File: src/hdl/pcbe_pkg.sv
// Shared types, constants and size tables for the partition child block expander.
// No dependencies.
`timescale 1ns / 1ps

package pcbe_pkg;

	localparam int POS_W    = 14;
	localparam int SIZE_W   = 5;
	localparam int SYM_W    = 4;
	localparam int FRAME_W  = 15;
	localparam int CFG_IDX_W = 1;
	localparam int MAX_CHILD = 4;
	localparam int CNT_W    = 3;
	localparam int IDX_W    = 2;
	localparam int MI_LIMIT_DEF = 16384;

	localparam logic [SIZE_W-1:0] SIZE_INVALID = 5'd22;
	localparam logic [SIZE_W-1:0] SIZE_8X8     = 5'd3;
	localparam logic [SIZE_W-1:0] BLOCK_LAST   = 5'd21;

	localparam logic [CFG_IDX_W-1:0] CFG_FRAME_ROWS = 1'd0;
	localparam logic [CFG_IDX_W-1:0] CFG_FRAME_COLS = 1'd1;

	typedef enum logic [3:0] {
		P_NONE   = 4'd0,
		P_HORZ   = 4'd1,
		P_VERT   = 4'd2,
		P_SPLIT  = 4'd3,
		P_HORZ_A = 4'd4,
		P_HORZ_B = 4'd5,
		P_VERT_A = 4'd6,
		P_VERT_B = 4'd7,
		P_HORZ_4 = 4'd8,
		P_VERT_4 = 4'd9
	} ptype_t;

	typedef struct packed {
		logic [POS_W-1:0]  row;
		logic [POS_W-1:0]  col;
		logic [SIZE_W-1:0] size;
		logic              is_node;
	} child_t;

	typedef struct packed {
		child_t [MAX_CHILD-1:0] ch;
		logic [CNT_W-1:0]       cnt;
	} child_list_t;

	// Block width in 4x4 units.
	function automatic logic [5:0] block_wide(input logic [SIZE_W-1:0] b);
		logic [5:0] w;
		case (b)
			5'd0, 5'd1, 5'd16:          w = 6'd1;
			5'd2, 5'd3, 5'd4, 5'd18:    w = 6'd2;
			5'd5, 5'd6, 5'd7, 5'd17,
			5'd20:                      w = 6'd4;
			5'd8, 5'd9, 5'd10, 5'd19:   w = 6'd8;
			5'd11, 5'd12, 5'd13, 5'd21: w = 6'd16;
			5'd14, 5'd15:               w = 6'd32;
			default:                    w = 6'd0;
		endcase
		return w;
	endfunction

	// Child size for a partition type and a parent size.
	function automatic logic [SIZE_W-1:0] sub_size(input ptype_t p, input logic [SIZE_W-1:0] b);
		logic [SIZE_W-1:0] s;
		logic              sq;
		sq = (b == 5'd3) || (b == 5'd6) || (b == 5'd9) || (b == 5'd12) || (b == 5'd15);
		s = SIZE_INVALID;
		case (p)
			P_NONE: begin
				if (sq || b == 5'd0)
					s = b;
			end
			P_SPLIT: begin
				if (sq)
					s = b - 5'd3;
			end
			P_HORZ, P_HORZ_A, P_HORZ_B: begin
				if (sq)
					s = b - 5'd1;
			end
			P_VERT, P_VERT_A, P_VERT_B: begin
				if (sq)
					s = b - 5'd2;
			end
			P_HORZ_4: begin
				case (b)
					5'd6:    s = 5'd17;
					5'd9:    s = 5'd19;
					5'd12:   s = 5'd21;
					default: s = SIZE_INVALID;
				endcase
			end
			P_VERT_4: begin
				case (b)
					5'd6:    s = 5'd16;
					5'd9:    s = 5'd18;
					5'd12:   s = 5'd20;
					default: s = SIZE_INVALID;
				endcase
			end
			default: s = SIZE_INVALID;
		endcase
		return s;
	endfunction

endpackage

File: src/hdl/pcbe_decode.sv
// Partition type selection and child list construction for one node.
// Depends on pcbe_pkg.
`timescale 1ns / 1ps

module pcbe_decode
	import pcbe_pkg::*;
(
	input  logic [POS_W-1:0]   node_row,
	input  logic [POS_W-1:0]   node_col,
	input  logic [SIZE_W-1:0]  node_size,
	input  logic [SYM_W-1:0]   partition_symbol,
	input  logic [FRAME_W-1:0] rows,
	input  logic [FRAME_W-1:0] cols,
	output child_list_t        list
);

	logic [15:0]       r_e, c_e, rows_e, cols_e;
	logic [5:0]        wide;
	logic [4:0]        half;
	logic [3:0]        q;
	logic [15:0]       r_h, c_h, r_q, c_q, r_2q, c_2q, r_3q, c_3q;
	logic              in_frame, has_rows, has_cols;
	ptype_t            ptype;
	logic [SIZE_W-1:0] sub, spl;

	always_comb begin
		r_e    = {2'b00, node_row};
		c_e    = {2'b00, node_col};
		rows_e = {1'b0, rows};
		cols_e = {1'b0, cols};
		wide   = block_wide(node_size);
		half   = wide[5:1];
		q      = half[4:1];
		r_h    = r_e + {11'b0, half};
		c_h    = c_e + {11'b0, half};
		r_q    = r_e + {12'b0, q};
		c_q    = c_e + {12'b0, q};
		r_2q   = r_e + {11'b0, q, 1'b0};
		c_2q   = c_e + {11'b0, q, 1'b0};
		r_3q   = r_2q + {12'b0, q};
		c_3q   = c_2q + {12'b0, q};
		in_frame = (node_size <= BLOCK_LAST) && (r_e < rows_e) && (c_e < cols_e);
		has_rows = r_h < rows_e;
		has_cols = c_h < cols_e;

		if (node_size < SIZE_8X8)
			ptype = P_NONE;
		else if (has_rows && has_cols)
			ptype = (partition_symbol > 4'd9) ? P_VERT_4 : ptype_t'(partition_symbol);
		else if (has_cols)
			ptype = partition_symbol[0] ? P_SPLIT : P_HORZ;
		else if (has_rows)
			ptype = partition_symbol[0] ? P_SPLIT : P_VERT;
		else
			ptype = P_SPLIT;

		sub = sub_size(ptype, node_size);
		spl = sub_size(P_SPLIT, node_size);

		for (int i = 0; i < MAX_CHILD; i++) begin
			list.ch[i] = '{row: node_row, col: node_col, size: sub, is_node: 1'b0};
		end
		list.cnt = '0;

		case (ptype)
			P_NONE: begin
				list.cnt = 3'd1;
			end
			P_HORZ: begin
				list.ch[1].row = r_h[POS_W-1:0];
				list.cnt = has_rows ? 3'd2 : 3'd1;
			end
			P_VERT: begin
				list.ch[1].col = c_h[POS_W-1:0];
				list.cnt = has_cols ? 3'd2 : 3'd1;
			end
			P_SPLIT: begin
				for (int i = 0; i < MAX_CHILD; i++) begin
					list.ch[i].is_node = 1'b1;
				end
				list.ch[1].col = c_h[POS_W-1:0];
				list.ch[2].row = r_h[POS_W-1:0];
				list.ch[3].row = r_h[POS_W-1:0];
				list.ch[3].col = c_h[POS_W-1:0];
				list.cnt = 3'd4;
			end
			P_HORZ_A: begin
				list.ch[0].size = spl;
				list.ch[1].size = spl;
				list.ch[1].col  = c_h[POS_W-1:0];
				list.ch[2].row  = r_h[POS_W-1:0];
				list.cnt = 3'd3;
			end
			P_HORZ_B: begin
				list.ch[1].size = spl;
				list.ch[1].row  = r_h[POS_W-1:0];
				list.ch[2].size = spl;
				list.ch[2].row  = r_h[POS_W-1:0];
				list.ch[2].col  = c_h[POS_W-1:0];
				list.cnt = 3'd3;
			end
			P_VERT_A: begin
				list.ch[0].size = spl;
				list.ch[1].size = spl;
				list.ch[1].row  = r_h[POS_W-1:0];
				list.ch[2].col  = c_h[POS_W-1:0];
				list.cnt = 3'd3;
			end
			P_VERT_B: begin
				list.ch[1].size = spl;
				list.ch[1].col  = c_h[POS_W-1:0];
				list.ch[2].size = spl;
				list.ch[2].row  = r_h[POS_W-1:0];
				list.ch[2].col  = c_h[POS_W-1:0];
				list.cnt = 3'd3;
			end
			P_HORZ_4: begin
				list.ch[1].row = r_q[POS_W-1:0];
				list.ch[2].row = r_2q[POS_W-1:0];
				list.ch[3].row = r_3q[POS_W-1:0];
				list.cnt = (r_3q < rows_e) ? 3'd4 : 3'd3;
			end
			default: begin
				list.ch[1].col = c_q[POS_W-1:0];
				list.ch[2].col = c_2q[POS_W-1:0];
				list.ch[3].col = c_3q[POS_W-1:0];
				list.cnt = (c_3q < cols_e) ? 3'd4 : 3'd3;
			end
		endcase

		if (!in_frame)
			list.cnt = '0;
	end

endmodule

File: src/hdl/pcbe_emit.sv
// Child buffer that holds the list of one node and sends one child per cycle.
// Depends on pcbe_pkg.
`timescale 1ns / 1ps

module pcbe_emit
	import pcbe_pkg::*;
(
	input  logic              clk,
	input  logic              arst_n,
	input  logic              load_req,
	input  child_list_t       list,
	output logic              take,
	output logic              child_strobe,
	output logic [POS_W-1:0]  child_row,
	output logic [POS_W-1:0]  child_col,
	output logic [SIZE_W-1:0] child_size,
	output logic              child_is_node,
	output logic              last_child
);

	child_t [MAX_CHILD-1:0] buf_q;
	logic [CNT_W-1:0]       cnt_q;
	logic [IDX_W-1:0]       idx_q;
	logic                   last;

	assign last = (cnt_q != '0) && ({1'b0, idx_q} == cnt_q - 3'd1);
	assign take = (cnt_q == '0) || last;

	always_ff @(posedge clk or negedge arst_n) begin
		if (!arst_n) begin
			cnt_q <= '0;
			idx_q <= '0;
		end else if (load_req && take) begin
			cnt_q <= list.cnt;
			idx_q <= '0;
		end else if (cnt_q != '0) begin
			if (last)
				cnt_q <= '0;
			else
				idx_q <= idx_q + 2'd1;
		end
	end

	always_ff @(posedge clk) begin
		if (load_req && take)
			buf_q <= list.ch;
	end

	assign child_strobe  = cnt_q != '0;
	assign child_row     = buf_q[idx_q].row;
	assign child_col     = buf_q[idx_q].col;
	assign child_size    = buf_q[idx_q].size;
	assign child_is_node = buf_q[idx_q].is_node;
	assign last_child    = last;

endmodule

File: src/hdl/partition_child_block_expander.sv
// Top level of the partition child block expander: frame registers, node register,
// decoder and child buffer. Depends on pcbe_pkg, pcbe_decode and pcbe_emit.
`timescale 1ns / 1ps

// A node is taken when start is high and busy is low, and its children appear on the
// child ports one per cycle, each beat marked by child_strobe. When the child buffer is
// free, the node passes from the node register into the child buffer, whose first child
// then goes on the ports; otherwise the first child follows the last beat of the node
// before it. The receiver cannot stall the block. The child buffer sends one beat per
// cycle and holds a node until its last child has left; a node with no children does
// not hold it. The node register takes the next node meanwhile, so the block can take
// a new node before the children of the one before it have all left.
module partition_child_block_expander
	import pcbe_pkg::*;
#(
	parameter int MI_LIMIT = MI_LIMIT_DEF
) (
	input  logic                 clk,
	input  logic                 arst_n,
	input  logic                 start,
	output logic                 busy,
	input  logic [POS_W-1:0]     node_row,
	input  logic [POS_W-1:0]     node_col,
	input  logic [SIZE_W-1:0]    node_size,
	input  logic [SYM_W-1:0]     partition_symbol,
	input  logic                 cfg_valid,
	output logic                 cfg_ready,
	input  logic [CFG_IDX_W-1:0] cfg_index,
	input  logic [FRAME_W-1:0]   cfg_data,
	output logic                 child_strobe,
	output logic [POS_W-1:0]     child_row,
	output logic [POS_W-1:0]     child_col,
	output logic [SIZE_W-1:0]    child_size,
	output logic                 child_is_node,
	output logic                 last_child
);

	logic [FRAME_W-1:0] frame_rows_q, frame_cols_q, rows, cols;
	logic               valid_s1;
	logic [POS_W-1:0]   row_s1, col_s1;
	logic [SIZE_W-1:0]  size_s1;
	logic [SYM_W-1:0]   sym_s1;
	logic               accept, take;
	child_list_t        list;

	assign cfg_ready = 1'b1;

	always_ff @(posedge clk or negedge arst_n) begin
		if (!arst_n) begin
			frame_rows_q <= '0;
			frame_cols_q <= '0;
		end else if (cfg_valid && cfg_ready) begin
			case (cfg_index)
				CFG_FRAME_ROWS: frame_rows_q <= cfg_data;
				CFG_FRAME_COLS: frame_cols_q <= cfg_data;
				default: ;
			endcase
		end
	end

	assign rows = ({17'b0, frame_rows_q} > 32'(MI_LIMIT)) ? FRAME_W'(MI_LIMIT) : frame_rows_q;
	assign cols = ({17'b0, frame_cols_q} > 32'(MI_LIMIT)) ? FRAME_W'(MI_LIMIT) : frame_cols_q;

	assign busy   = valid_s1 && !take;
	assign accept = start && !busy;

	always_ff @(posedge clk or negedge arst_n) begin
		if (!arst_n)
			valid_s1 <= 1'b0;
		else if (accept)
			valid_s1 <= 1'b1;
		else if (take)
			valid_s1 <= 1'b0;
	end

	always_ff @(posedge clk) begin
		if (accept) begin
			row_s1  <= node_row;
			col_s1  <= node_col;
			size_s1 <= node_size;
			sym_s1  <= partition_symbol;
		end
	end

	pcbe_decode u_decode (
		.node_row         (row_s1),
		.node_col         (col_s1),
		.node_size        (size_s1),
		.partition_symbol (sym_s1),
		.rows             (rows),
		.cols             (cols),
		.list             (list)
	);

	pcbe_emit u_emit (
		.clk           (clk),
		.arst_n        (arst_n),
		.load_req      (valid_s1),
		.list          (list),
		.take          (take),
		.child_strobe  (child_strobe),
		.child_row     (child_row),
		.child_col     (child_col),
		.child_size    (child_size),
		.child_is_node (child_is_node),
		.last_child    (last_child)
	);

endmodule

File: config.mk
export PLATFORM = sky130hd
export DESIGN_NAME = partition_child_block_expander
export DESIGN_NICKNAME = d
export VERILOG_FILES = /design/src/hdl/pcbe_pkg.sv /design/src/hdl/pcbe_decode.sv /design/src/hdl/pcbe_emit.sv /design/src/hdl/partition_child_block_expander.sv
export SDC_FILE = /design/constraint.sdc
export NUM_CORES = 1
export LEC_CHECK = 0
export ABC_AREA = 1
export BUFFER_PORTS_ARGS = -buffer_cell sky130_fd_sc_hd__buf_2
export CELL_PAD_IN_SITES_DETAIL_PLACEMENT = 0
export CELL_PAD_IN_SITES_GLOBAL_PLACEMENT = 2
export CORE_ASPECT_RATIO = 0.5
export CORE_MARGIN = 5
export CORE_UTILIZATION = 38
export DETAILED_ROUTE_END_ITERATION = 10
export GPL_TIMING_DRIVEN = 0
export HOLD_SLACK_MARGIN = 0.06
export PLACE_DENSITY = 0.9
export RECOVER_POWER = 100
export SKIP_LAST_GASP = 1
export SYNTH_ARGS = -nofsm -noshare
export SYNTH_HDL_FRONTEND = slang
export SYNTH_SLANG_ARGS = --single-unit
File: constraint.sdc
create_clock -name clk -period 8.6 [get_ports clk]
set_input_delay 0.86 -clock clk [delete_from_list [all_inputs] [get_ports clk]]
set_output_delay 0.86 -clock clk [all_outputs]
set_load 0.03 [all_outputs]
# Yosys cells after proc, flatten, opt, wreduce, memory -nomap -nowiden
# Memory sizes are Yosys's and may differ from the RTL's. A register that Yosys moved wholly into a read port is not among the register bits.
# Cells that the tools add are included.
word_totals:
  output_inout_bits: 38
  memories: 1
  mem_bits_ro: 192
  regBits: 206
memory_table:
  columns: ["memory", "depth", "word_bits", "rd", "rd_ports_with_merged_regs", "wr", "line", "source"]
  rows:
  - ["(name not given)", 32, 6, 1, 1, 0, "pcbe_pkg.sv:52", "case (b)"]
classes:
  muxes: 43
  magnitude_cmp: 12
  n_addsub: 13
  reduce_logical: 38
  n_eq_ne: 16
  bitwise: 1
op_table:
  columns: ["op", "n"]
  rows:
  - ["$pmux W14 S2", 6]
  - ["$bmux W34 S2", 1]
  - ["$lt A16 B15 Y1", 4]
  - ["$add A14 B5 Y15", 4]
  - ["$mux W5", 8]
  - ["$mux W34", 1]
  - ["$add A16 B4 Y16", 2]
  - ["$gt A15 B15 Y1 const B", 2]
  - ["$lt A14 B15 Y1", 2]
  - ["$mux W15", 2]
  - ["$pmux W5 S6", 1]
  - ["$add A14 B4 Y14", 2]
  - ["$mux W4", 5]
  - ["$mux W3", 6]
  - ["$pmux W3 S3", 2]
  - ["$pmux W3 S6", 1]
  - ["$eq A4 B3 Y1 const B", 4]
  - ["$eq A5 B4 Y1 const B", 3]
  - ["$mux W2", 6]
  - ["$reduce_or A3 Y1", 4]
  - ["$reduce_or A4 Y1", 3]
  - ["$sub A5 B2 Y5 const B", 2]
  - ["$eq A4 B2 Y1 const B", 2]
  - ["$eq A4 B4 Y1 const B", 2]
  - ["27 further kinds", 48]

# Longest topological paths before layout
# Gate-level depths: netlist of the first run.
depth:
  ltp_word: 12
  mapped_depth: 28

# By module
# Synthesis of the first run repeated with hierarchy kept, for this count alone.
hier_totals:
  hier_cells: 1921
  area_unflattened_um2: 15658.8
by_module_without_submodules:
  columns: ["mod", "area_each_um2", "seq_area_each_um2", "n_inst", "cells_each"]
  rows:
  - ["pcbe_decode", 7532.2, 0.0, 1, 1296]
  - ["pcbe_emit", 5368.9, 4209.0, 1, 377]
  - ["partition_child_block_expander", 2757.6, 1886.8, 1, 248]

# Worst setup path before layout of the first run
# Ideal clock, no wire load.
synth_path:
  path_type: "register -> register"
  start: "reg u_emit.cnt_q[0]"
  end: "reg u_emit.cnt_q[1]"
  t_arrival_ns: 7.809
  setup_slack_ns: 0.726
  synth_period_minus_slack_ns: 7.874
  path_stages_with_launch: 14
  required_ns: 8.535
  path_cell_list: "dfrtp_1 inv_1 ha_1 xor2_1 nand3_1 nand2_1 inv_1 nor2_1 o2111ai_1 a41oi_1 nand2_1 inv_1 o21ai_0 nand2_1"
synth_between:
  elab_chain_len: 7
  word_cells_on_any_way: 11
  classes_between: "add/sub (1); eq/ne (1); mux (1); reduce/logical (8)"
synth_rtl:
  columns: ["item", "line", "source"]
  rows:
  - ["start: declaration", "pcbe_emit.sv:22", "logic [CNT_W-1:0] cnt_q;"]
  - ["start signal: assignment", "pcbe_emit.sv:34", "cnt_q <= list.cnt;"]
  - ["$sub A3 B1 Y3", "pcbe_emit.sv:26", "assign last = (cnt_q != '0) && ({1'b0, idx_q} == cnt_q - 3'd1);"]
  - ["$eq A2 B3 Y1", "pcbe_emit.sv:26", null]
  - ["$logic_and A1 B1 Y1", "pcbe_emit.sv:26", null]
  - ["$logic_or A1 B1 Y1", "pcbe_emit.sv:27", "assign take = (cnt_q == '0) || last;"]
  - ["$logic_and A1 B1 Y1", "pcbe_emit.sv:33", "end else if (load_req && take) begin"]
  - ["$reduce_bool A2 Y1 (no line)", null, null]
  - ["$reduce_and A2 Y1 (no line)", null, null]
# Several ways; a longest one is shown, not always the timed one.
# A chain may end at the register's enable or synchronous reset.

==> results.json, run 1 <==
{
  "seq_area_frac_synth": 0.4118,
  "place_inst": 2412,
  "grt-ovfl-total": 0,
  "post_drt_wl_per_cell_um": 20.74,
  "irDropWorstVdd_v": 0.0001614,
  "post-route-period-util": 0.8608,
  "rows": 51,
  "skew_ps": 19.37,
  "synth_warnings": 0,
  "syn-num-nets": 1967,
  "cp_max_fo": 10,
  "ys.flop_type": "edfxtp_1",
  "outcome": "finished, violations left",
  "required_ps": 8990,
  "cp.arrival_ps": 7790,
  "drtPass1Iterations": 5,
  "whs_ps": 490.8,
  "layout_commonest_cell": "nand2_1",
  "post-place-ws_ps": 1945,
  "grt_pass1_vias": 12117,
  "drt_iter0_markers": 1218,
  "fin_nets": 2089,
  "start_kind": "register",
  "clk_path_buf_depth": 3,
  "final.setup.tns_ps": 0,
  "antenna_found_initial": 0,
  "synth_area_um2": 14830,
  "dieArea_um2": 43300,
  "final.setup.worst_slack_ps": 1197,
  "grt_pass1_wl_um": 76280,
  "start_util": 0.3828,
  "coreArea_um2": 38730,
  "finalWirelength_um": 50830,
  "endpoint_kind": "register",
  "syn2layout_area_growth_pct": 11.37,
  "cts_root_buf": "clkbuf_16",
  "grt.total_usage": 0.2335,
  "rsz0062_at_grt": "false",
  "violations": "capacitance limit, slew limit",
  "slew_viol_final": 156,
  "vias": 12949,
  "path_class": "reg -> reg",
  "total_power_mw": 6.998,
  "dp.final_hpwl_um": 40290,
  "cts.sinks": 211,
  "final_cell_mix": "459 x nand2_1, 170 x edfxtp_1, 160 x inv_1",
  "ys_ff_latch": 211,
  "cts-resized-gates": 0,
  "ant_nets": 0,
  "power_density_nw_per_um2": 423.8,
  "gp_congestion": 0.9383,
  "cts-buffers-inserted": 22,
  "p_leak_nw": 7.096,
  "tightest_slew_ps": 2065,
  "ys_types": 58,
  "async_flop_share": 0.1706,
  "portBuffers": 93,
  "finalSetupViolCount": 0,
  "post-route-min-period_ps": 7403,
  "viasPerCell": 5.283,
  "drive_above_1_share": 0.08381,
  "cts_hold_buf": 0,
  "clk_pin_slew_ps": 60,
  "syn_area_per_cell_um2": 8.310,
  "die_x_um": 289.3,
  "grt_max_degree": 37,
  "clock_latency_ps": 540,
  "cts_tree": "yes",
  "hp-class": "reg -> reg",
  "io_pins": 95,
  "synth-edff-count": 170,
  "fmax_ghz": 0.1351,
  "instances_no_fill": 2451,
  "max-slew-margin-rel": -0.3768,
  "cap_violations": 6,
  "die_h_um": 149.7,
  "drc": 0,
  "post-cts-setup-buffers": 0,
  "htreeDepth": 1,
  "antenna_cells": 0,
  "finalHoldViolations": 0,
  "netlist_instances": 1784
}
metal layers:
| metal | track usage | vias to the layer above | wire length [um] |
|---|---|---|---|
| met5 | 0.006818 | - | 36 |
| met4 | 0.03188 | 2 | 568 |
| met3 | 0.05495 | 46 | 4532 |
| met2 | 0.3259 | 429 | 20120 |
| met1 | 0.3709 | 6177 | 25580 |
| li1 | - | 6295 | - |
sequential cells by signal (all words and copies together) (netlist names):
register       flops
col_s1            14
frame_cols_q      15
frame_rows_q      15
row_s1            14
size_s1            5
sym_s1             4
u_decode.wide      5
u_emit.buf_q     133
u_emit.cnt_q       3
u_emit.idx_q       2
valid_s1           1
path summary, 6_finish.rpt:
| check | end | slack, ps | cells after the start | startpoint |
|---|---|---|---|---|
| max | u_emit.buf_q[59] | 1200 | 24 | u_decode.wide[3] |
| min | u_emit.cnt_q[1] | 490 | 2 | u_emit.cnt_q[1] |
| max reg2reg | u_emit.buf_q[59] | 1200 | 24 | u_decode.wide[3] |
| min reg2reg | u_emit.cnt_q[1] | 490 | 2 | u_emit.cnt_q[1] |
| max in group asynchronous | frame_rows_q[2] | 6490 | 1 | arst_n |
| min in group asynchronous | frame_rows_q[13] | 920 | 1 | arst_n |
cell usage after synthesis, types with 5 or more instances:
library cell,instances,share of area
o22ai_1,35,0.015
a22oi_1,6,0.0030
nand3_1,109,0.037
a21oi_1,63,0.021
nand2_1,451,0.11
o221ai_1,15,0.0089
dfrtp_1,36,0.061
edfxtp_1,170,0.34
inv_1,155,0.039
o21ai_1,7,0.0024
o21ai_0,142,0.048
nand2_2,19,0.0080
inv_2,15,0.0038
nor2_1,156,0.039
fa_1,8,0.011
buf_4,11,0.0056
a211oi_1,6,0.0030
xnor2_1,17,0.010
o211ai_1,12,0.0061
dfxtp_1,5,0.0068
nor4_1,7,0.0030
nor3_1,9,0.0030
xor2_1,64,0.038
buf_2,21,0.0071
clkbuf_1,34,0.0086
nand4_1,23,0.0097
ha_1,118,0.10
nor2_4,7,0.0053
nand3_2,5,0.0034
cells by family after synthesis:
group	count (synthesis)	share of synthesized area
xor gates and xnor gates	84	0.05114
other	1	0.0002529
DFF	211	0.4118
and+or+nand+nor	809	0.2366
AOI/OAI and AO/OA	310	0.1214
buffers and inverters	243	0.06828
adders and majority gates	126	0.1104
through the flow:
step,util,cell area [um^2]
2_1_floorplan,-,14830
3_3_place_gp,0.4119,15950
3_5_place_dp,0.4149,16070
4_1_cts,0.4324,16750
5_1_grt,0.4263,16510
6_report,0.4263,16510
power by group:
part	internal [mW]	switching (mW)	leakage (nW)	total, mW
clock	0.517	0.416	0.331	0.933
sequential	1.80	0.226	2.11	2.03
combinational	1.12	2.92	4.66	4.04
total	3.43	3.56	7.10	7.00
worst max-delay path: stages (launching register included):
cell and delay (ps):
dfxtp_1 650, inv_1 290, fa_1 540, o21ai_0 200, inv_1 80, o21ai_0 540, inv_1 80, nor2_1 190
nand4_1 120, xor2_1 360, ha_1 320, a21oi_1 140, o21ai_0 100, a211oi_1 940, nand2_1 330, inv_1 220
nand2_4 110, nand2_8 110, nand2_4 90, nand2_1 180, nor2_1 90, nor2_1 710, clkbuf_1 560, nand3_1 150
nand3_1 140
final cells by class:
cell class	count	area [um^2]
sequential	211	6106
tap	530	663.1
inverter	172	648.1
clock inverter	13	92.59
fill	3961	22220
multi-input combinational	1330	7645
timing repair buffer	98	431.7
clock buffer	26	586.8
buffer	71	337.8
(Power assumes the default switching activity.)
==> run 2, diff against run 1 <==
Settings changed: REMOVE_ABC_BUFFERS set to 1.
==> run 2 against run 1 <==
Effect of this change:
- sequential cell count unchanged
- combinational power decreased by 11%
- total power decreased by 4.4%
- wire length decreased by 15%
- via count decreased by 4.9%
- die area unchanged
- the flow still finishes with violations (capacitance limit, slew limit)
- register-to-register slack improved by 50 ps
==> results.json, run 2 (synthesized netlist as in run 1, its figures left out) <==
{
  "finalSetupViolCount": 0,
  "fmax_ghz": 0.1360,
  "clock_latency_ps": 540,
  "dieArea_um2": 43300,
  "cap_violations": 7,
  "post_drt_wl_per_cell_um": 18.05,
  "violations": "capacitance limit, slew limit",
  "total_power_mw": 6.691,
  "crit_path_top_delay_cell": "inv_1",
  "clk_path_buf_depth": 3,
  "grt-ovfl-total": 0,
  "design_area_um2": 16260,
  "start_kind": "register",
  "rsz0062_at_grt": "false",
  "start_util": 0.3828,
  "cts.sinks": 211,
  "skew_ps": 21.14,
  "critPathMaxStageDelay_ps": 770,
  "top_register": "u_emit.buf_q",
  "placed_area_um2": 15740,
  "max-slew-margin-rel": -0.3976,
  "drive_above_1_share": 0.07775,
  "hp-class": "reg -> reg",
  "post-route-period-util": 0.8549,
  "vias": 12309,
  "required_ps": 8940,
  "p_leak_nw": 6.951,
  "final.setup.worst_slack_ps": 1248,
  "syn2layout_area_growth_pct": 9.663,
  "ant_nets": 0,
  "portBuffers": 93,
  "cts-buffers-inserted": 22,
  "die_x_um": 289.3,
  "antenna_cells": 0,
  "cts_tree": "yes",
  "grt_pass1_wl_um": 67390,
  "grt_pass1_vias": 11764,
  "cp.arrival_ps": 7690,
  "finalWirelength_um": 43000,
  "io_pins": 95,
  "cts_hold_buf": 0,
  "grt.total_usage": 0.1977,
  "drc": 0,
  "htreeDepth": 1,
  "irDropWorstVdd_v": 0.0001363,
  "cp_common_cell": "inv_1",
  "cp_max_fo": 32,
  "rows": 51,
  "layout_commonest_cell": "nand2_1",
  "antenna_found_initial": 0,
  "path_class": "reg -> reg",
  "drtPass1Iterations": 5,
  "dp.final_hpwl_um": 31520,
  "cts_root_buf": "clkbuf_16",
  "outcome": "finished, violations left",
  "fin_nets": 2020,
  "tightest_slew_ps": 2096,
  "cts-resized-gates": 0,
  "post-place-ws_ps": 1838,
  "gp_congestion": 0.9067,
  "drt_iter0_markers": 933,
  "die_h_um": 149.7,
  "clk_pin_slew_ps": 70,
  "crit_chain": "inv_1, fa_1, o21ai_0, inv_1, o21ai_0, inv_1, nor2_1, nand4_1, xor2_1, ha_1, a21oi_1, o21ai_0, a211oi_1, nand3_2, nand2_1, nand2_1, nand2_2, inv_1, nor2_4, nand2_1, o211ai_1",
  "grt_max_degree": 40,
  "post-route-min-period_ps": 7352,
  "viasPerCell": 5.168,
  "finalHoldViolations": 0,
  "final_cell_mix": "459 x nand2_1, 170 x edfxtp_1, 157 x inv_1, 157 x nor2_1, 142 x o21ai_0",
  "post-cts-setup-buffers": 0,
  "endpoint_kind": "register",
  "power_density_nw_per_um2": 411.5,
  "largest_reg_flops": 133,
  "slew_viol_final": 243,
  "reg.largest.list": "u_emit.buf_q (133), frame_cols_q (15), frame_rows_q (15)",
  "coreArea_um2": 38730
}
==> run 2: cell count changes in the layout (fill, tap and decap cells not counted), moves of 3 or more <==
cell,before,now
buf_2,63,51
clkbuf_1,96,53
buf_6,3,0
inv_1,160,157
inv_2,8,11
buf_4,9,0
==> run 2: path summary, 6_finish.rpt <==
check | start | endpoint | slack [ps] | cells past startpoint
min in group asynchronous | arst_n | u_emit.idx_q[0] | 910 | 1
max in group asynchronous | arst_n | u_emit.idx_q[1] | 6350 | 1
max reg2reg | u_decode.wide[3] | u_emit.buf_q[93] | 1250 | 21
max | u_decode.wide[3] | u_emit.buf_q[93] | 1250 | 21
min | u_emit.cnt_q[1] | u_emit.cnt_q[1] | 490 | 2
min reg2reg | u_emit.cnt_q[1] | u_emit.cnt_q[1] | 490 | 2
==> run 2: cell type report <==
| cell class | instances | area [um^2] |
|---|---|---|
| Fill cell | 3974 | 22480 |
| Multi-Input combinational cell | 1330 | 7654 |
| Clock buffer | 29 | 608.1 |
| Inverter | 172 | 646.9 |
| Clock inverter | 10 | 123.9 |
| Timing Repair Buffer | 100 | 455.4 |
| Sequential cell | 211 | 6107 |
| Tap cell | 530 | 663.1 |
==> run 2: layer usage <==
metal  global-route usage  wire (um)
met1               0.2882      21050
met2               0.3215      19190
met3              0.02953       2174
met4              0.02685        576
met5                    0          0
==> run 2: power by group <==
part	leakage (nW)	internal, mW	switching [mW]
sequential	2.11	1.80	0.293
clock	0.357	0.585	0.411
combinational	4.49	1.06	2.54
==> run 2: critical path: cells and delay by family (launching register included) <==
family                   cells  cell delay (ps)
AO/OA/AOI/OAI                6             1570
XOR/XNOR                     1              380
adder cells (fa/ha/maj)      2              850
buffers and inverters        4             1280
flip-flops                   1              690
AND/OR/NAND/NOR              8             2360
==> run 2: stage by stage <==
step	setup TNS, ps	cells	utilization	hold slack (ps)
after floorplan	0	1713	-	449.0
after CTS	0	2382	0.4253	431.1
after detailed placement	0	2343	0.4064	471.8
after global placement	-341990	2336	0.4025	464.4
after global routing	0	2382	0.4197	468.5
final	0	2382	0.4197	492.0
